$ cat src/hdl/ifc_pkg.sv
// Shared types, codes and helpers for the instruction frequency counter.
// No dependencies.
package ifc_pkg;

  // request types
  localparam logic [2:0] REQ_OPCODE = 3'd0;
  localparam logic [2:0] REQ_CONST  = 3'd1;
  localparam logic [2:0] REQ_LREAD  = 3'd2;
  localparam logic [2:0] REQ_LWRITE = 3'd3;
  localparam logic [2:0] REQ_LTEE   = 3'd4;
  localparam logic [2:0] REQ_LOAD   = 3'd5;
  localparam logic [2:0] REQ_STORE  = 3'd6;
  localparam logic [2:0] REQ_READ   = 3'd7;

  // read table selector
  localparam logic [2:0] RT_OPCODES = 3'd0;
  localparam logic [2:0] RT_STORES  = 3'd6;

  // result status codes
  localparam logic [2:0] ST_HIT     = 3'd0;
  localparam logic [2:0] ST_NEW     = 3'd1;
  localparam logic [2:0] ST_FULL    = 3'd2;
  localparam logic [2:0] ST_IGNORED = 3'd3;
  localparam logic [2:0] ST_READ    = 3'd4;

  // request classes seen by the controller
  localparam logic [2:0] CLS_OPCODE = 3'd0;
  localparam logic [2:0] CLS_IGNORE = 3'd1;
  localparam logic [2:0] CLS_KEY    = 3'd2;
  localparam logic [2:0] CLS_RD_OP  = 3'd3;
  localparam logic [2:0] CLS_RD_ENT = 3'd4;
  localparam logic [2:0] CLS_RD_NONE = 3'd5;

  // result forms
  localparam logic [2:0] OUT_OPCNT  = 3'd0;
  localparam logic [2:0] OUT_IGN    = 3'd1;
  localparam logic [2:0] OUT_HIT    = 3'd2;
  localparam logic [2:0] OUT_NEW    = 3'd3;
  localparam logic [2:0] OUT_FULL   = 3'd4;
  localparam logic [2:0] OUT_RDOP   = 3'd5;
  localparam logic [2:0] OUT_RDENT  = 3'd6;
  localparam logic [2:0] OUT_RDNONE = 3'd7;

  localparam logic [31:0] CNT_MAX = 32'hFFFF_FFFF;

  // controller to datapath
  typedef struct packed {
    logic       capture;
    logic       idx_clr;
    logic       idx_inc;
    logic       op_wr;
    logic       ent_rd_user;
    logic       ent_wr_hit;
    logic       ent_wr_new;
    logic       emit;
    logic [2:0] out_sel;
  } cmd_t;

  // datapath to controller
  typedef struct packed {
    logic [2:0] cls;
    logic       fill_zero;
    logic       match;
    logic       last;
    logic       full;
  } sts_t;

  function automatic logic [31:0] sat_inc(input logic [31:0] c);
    sat_inc = (c == CNT_MAX) ? c : c + 32'd1;
  endfunction

endpackage

$ cat src/hdl/ifc_ctrl.sv
// Sequencer for the instruction frequency counter.
// Depends on ifc_pkg for the command and status structs and codes.
module ifc_ctrl import ifc_pkg::*; (
  input  logic clk,
  input  logic rst,
  input  logic start,
  input  sts_t sts,
  output cmd_t cmd,
  output logic busy
);

  localparam logic [2:0] S_IDLE   = 3'd0;
  localparam logic [2:0] S_EVAL   = 3'd1;
  localparam logic [2:0] S_OP_UPD = 3'd2;
  localparam logic [2:0] S_K_RD   = 3'd3;
  localparam logic [2:0] S_K_CMP  = 3'd4;
  localparam logic [2:0] S_MISS   = 3'd5;
  localparam logic [2:0] S_RD_OP  = 3'd6;
  localparam logic [2:0] S_RD_ENT = 3'd7;

  logic [2:0] state, state_next;

  always_ff @(posedge clk) begin
    if (rst) begin
      state <= S_IDLE;
    end else begin
      state <= state_next;
    end
  end

  assign busy = (state != S_IDLE);

  // next state and commands
  always_comb begin
    state_next = state;
    cmd = '0;
    case (state)
      S_IDLE: begin
        if (start) begin
          cmd.capture = 1'b1;
          state_next  = S_EVAL;
        end
      end
      S_EVAL: begin
        case (sts.cls)
          CLS_OPCODE: state_next = S_OP_UPD;
          CLS_KEY: begin
            cmd.idx_clr = 1'b1;
            state_next  = sts.fill_zero ? S_MISS : S_K_RD;
          end
          CLS_RD_OP: state_next = S_RD_OP;
          CLS_RD_ENT: begin
            cmd.ent_rd_user = 1'b1;
            state_next      = S_RD_ENT;
          end
          CLS_RD_NONE: begin
            cmd.emit    = 1'b1;
            cmd.out_sel = OUT_RDNONE;
            state_next  = S_IDLE;
          end
          default: begin
            cmd.emit    = 1'b1;
            cmd.out_sel = OUT_IGN;
            state_next  = S_IDLE;
          end
        endcase
      end
      S_OP_UPD: begin
        cmd.op_wr   = 1'b1;
        cmd.emit    = 1'b1;
        cmd.out_sel = OUT_OPCNT;
        state_next  = S_IDLE;
      end
      S_K_RD: begin
        state_next = S_K_CMP;
      end
      S_K_CMP: begin
        if (sts.match) begin
          cmd.ent_wr_hit = 1'b1;
          cmd.emit       = 1'b1;
          cmd.out_sel    = OUT_HIT;
          state_next     = S_IDLE;
        end else if (sts.last) begin
          state_next = S_MISS;
        end else begin
          cmd.idx_inc = 1'b1;
          state_next  = S_K_RD;
        end
      end
      S_MISS: begin
        cmd.emit = 1'b1;
        if (sts.full) begin
          cmd.out_sel = OUT_FULL;
        end else begin
          cmd.ent_wr_new = 1'b1;
          cmd.out_sel    = OUT_NEW;
        end
        state_next = S_IDLE;
      end
      S_RD_OP: begin
        cmd.emit    = 1'b1;
        cmd.out_sel = OUT_RDOP;
        state_next  = S_IDLE;
      end
      S_RD_ENT: begin
        cmd.emit    = 1'b1;
        cmd.out_sel = OUT_RDENT;
        state_next  = S_IDLE;
      end
      default: state_next = S_IDLE;
    endcase
  end

endmodule

$ cat config.mk
export PLATFORM = sky130hd
export DESIGN_NAME = ifc_ctrl
export DESIGN_NICKNAME = d
export VERILOG_FILES = /design/src/hdl/ifc_pkg.sv /design/src/hdl/ifc_ctrl.sv
export SDC_FILE = /design/constraint.sdc
export NUM_CORES = 1
export LEC_CHECK = 0
export BUFFER_PORTS_ARGS = -buffer_cell sky130_fd_sc_hd__buf_2
export CAP_MARGIN = 20
export CORE_AREA = 8 8 45 47
export CTS_CLUSTER_DIAMETER = 120
export DETAILED_ROUTE_END_ITERATION = 6
export DIE_AREA = 0 0 53 55
export PLACE_DENSITY = 0.57
export REMOVE_ABC_BUFFERS = 1
export SYNTH_ARGS = -nofsm -noshare
export SYNTH_HDL_FRONTEND = slang
export SYNTH_SLANG_ARGS = --single-unit
$ cat constraint.sdc
create_clock -name clk -period 1.35 [get_ports clk]
set_input_delay 0.135 -clock clk [delete_from_list [all_inputs] [get_ports clk]]
set_output_delay 0.135 -clock clk [all_outputs]
set_load 0.03 [all_outputs]
==> summary.txt <==
Route
  – DRT Pass-1 Iters: 4
  – Via/cell ratio: 4.95
  – Routed Antenna Nets: 0
  – Iter 0 DRT Violations: 12
  – Post-route DRC: 0
  – WL final: 1410 um
  – Vias: 530
  – Drt wl/cell: 13.2 um

Cells and area
  – Layout net count: 102
  – Area Overhead vs Synth: 121%
  – Layout cells sized above 1: 0.670
  – # diodes: 0
  – Top reg by flops: state
  – Final instance count without filler cells: 107
  – Biggest regs: state x3
  – Max reg flops: 3

Critical path
  – Crit path DAT: 1.38 ns
  – CP Capture Type: primary output
  – Critical path launch point type: register
  – Critical-path maximum fanout: 4
  – Worst EP required: 1.22 ns
  – Crit Path Category: reg2out

STA
  – Slew Viols, Final: 0
  – Worst-margin pin slew: 0.452 ns
  – Post-route setup slack: -0.169 ns
  – Count of final hold-check violations: 0
  – Slew Limit Headroom: 0.690
  – Minimum clock period: 1.52 ns
  – Final worst-path cycle share: 1.13
  – FMAX: 0.658 GHz
  – Final Skew: 0.00147 ns
  – Final setup fails: 7
  – RSZ-0062 raised after global routing: true

Placement
  – Post-Place Cells: 100
  – Setup WS pre-CTS: 0.0211 ns
  – DP HPWL: 971 um
  – Port buffer count: 21
  – GP Congestion: 0.778

Die
  – Die height: 55 um
  – # rows: 14
  – Die Wd: 53 um
  – IO Pins: 22
  – Starting Density: 0.252
  – DIE AREA: 0.00292 mm2
  – Core ar.: 0.00138 mm2

Synth
  – Register area share after synthesis: 0.172
  – Post-synth top cells: nor2_1, nand2_1, nor3_1
  – FFs w/ async S/R, synth: 0
  – Synth area leaders: dfxtp_1, nor2_1, nand2b_1, nor3_1, nand2_1
  – Average cell area after synthesis: 6.23 um2
  – Synth warn: 0
  – Count of cell types in the netlist: 22
  – Synthesized area: 349 um2
  – Area leader, netlist: dfxtp_1
  – Post-synth EDFFs: 0
  – Yosys reg bits: 3
  – Commonest register cell after synthesis: dfxtp_1
  – Top-area cell type share of the netlist area: 0.172
  – Count leader, synth: nor2_1
  – Gate Count Post-Synth: 56

Clock tree
  – CTS tree: built
  – Worst skew pair latency: 0.23 ns
  – H-tree depth: 1
  – Worst-path clk slew: 0.03 ns
  – Clk buf depth: 2
  – Root buffer cell: clkbuf_4
  – CTS Hold Bufs: 0
  – CTS Buf Count: 3
  – Clock Sinks: 3

Min path
  – Worst Hold Class: in2reg

Power
  – Pwr dens: 578 mW/mm2
  – Max VDD drop: 554 uV
  – Leak: 0.359 nW

Status
  – Status: finished with violations
  – Failing checks: setup timing

Global routing
  – Maximum number of pins on one net before global-route repair: 13
  – Antenna violations before repair: 0
  – First-pass GRT wire length: 2240 um
  – Total track usage: 0.102
  – Overflow after GRT: 0
  – Vias in the first global route: 514

Flow run
  – Max Cap Violations: 0
## where the power goes
| group | switching, mW | internal [mW] |
|---|---|---|
| combinational | 0.109 | 0.0878 |
| sequential | 0.00517 | 0.0918 |
| clock | 0.0417 | 0.110 |
| total | 0.156 | 0.290 |
## final timing paths
| path | start | to | slack [ns] | depth (start not counted) |
|---|---|---|---|---|
| min | rst | state[0] | 0.10 | 2 |
| max | state[1] | cmd[6] | -0.17 | 3 |
| min reg2reg | state[2] | state[0] | 0.74 | 5 |
| max reg2reg | state[1] | state[0] | 0.05 | 4 |
## final cells by class
class                      count  area [um2]
sequential                     3        66.3
clock buffer                   4        26.3
multi-input combinational     47         372
inverter                       3        11.3
timing repair buffer          34         277
tap                           16        20.0
fill                         128         612
## stage by stage
stage | power, mW | hold WS [ns] | utilization | TNS, ns | cell area (um2)
floorplan | 0.181 | 0.205 | - | -1.44 | 338
global placement | 0.242 | 0.343 | 0.389 | 0 | 538
detailed placement | 0.243 | 0.347 | 0.389 | 0 | 538
CTS | 0.431 | 0.0961 | 0.513 | -0.451 | 709
global route | 0.482 | 0.0940 | 0.558 | -1.03 | 772
finish | 0.446 | 0.104 | 0.558 | -0.496 | 772
## layer usage
| layer | up-vias | GRT usage | routed length [um] |
|---|---|---|---|
| li1 | 269 | - | - |
| met1 | 245 | 0.115 | 592 |
| met2 | 16 | 0.168 | 743 |
| met3 | 0 | 0.0401 | 78 |
| met4 | 0 | 0.0388 | 0 |
| met5 | - | 0 | 0 |
## cells by family (layout without fill, tap and decap cells)
logic type	Yosys count	in the layout	synth area share
multiplexers	1	1	0.0287
flip-flops	3	3	0.172
AND/OR/NAND/NOR	34	34	0.516
AO/OA/AOI/OAI	12	12	0.219
buffers and inverters	6	41	0.0645
## layout by cell type, fill, tap and decap left out, drive strengths merged
cell,instances
nor2b,1
nand2b,4
a21oi,5
o41ai,1
o21ai,2
clkbuf,4
nor3b,2
or4b,1
nand2,6
a221oi,1
buf,34
nor3,6
inv,3
o22ai,2
dfxtp,3
nand3,2
o211ai,1
nor4b,1
and2,1
nor2,10
mux2i,1
## repair_timing
item | CTS | global route
endpoints found under the setup margin | 11 | 10
pin swaps | 13 | 8
setup buffers | 4 | 0
resized for setup | 36 | 18
## critical path: stages, from the launching register on
cell	delay (ns)
dfxtp_2	0.33
or4b_4	0.57
nor2_4	0.13
buf_6	0.13
Power figures use the tool's default switching activity.
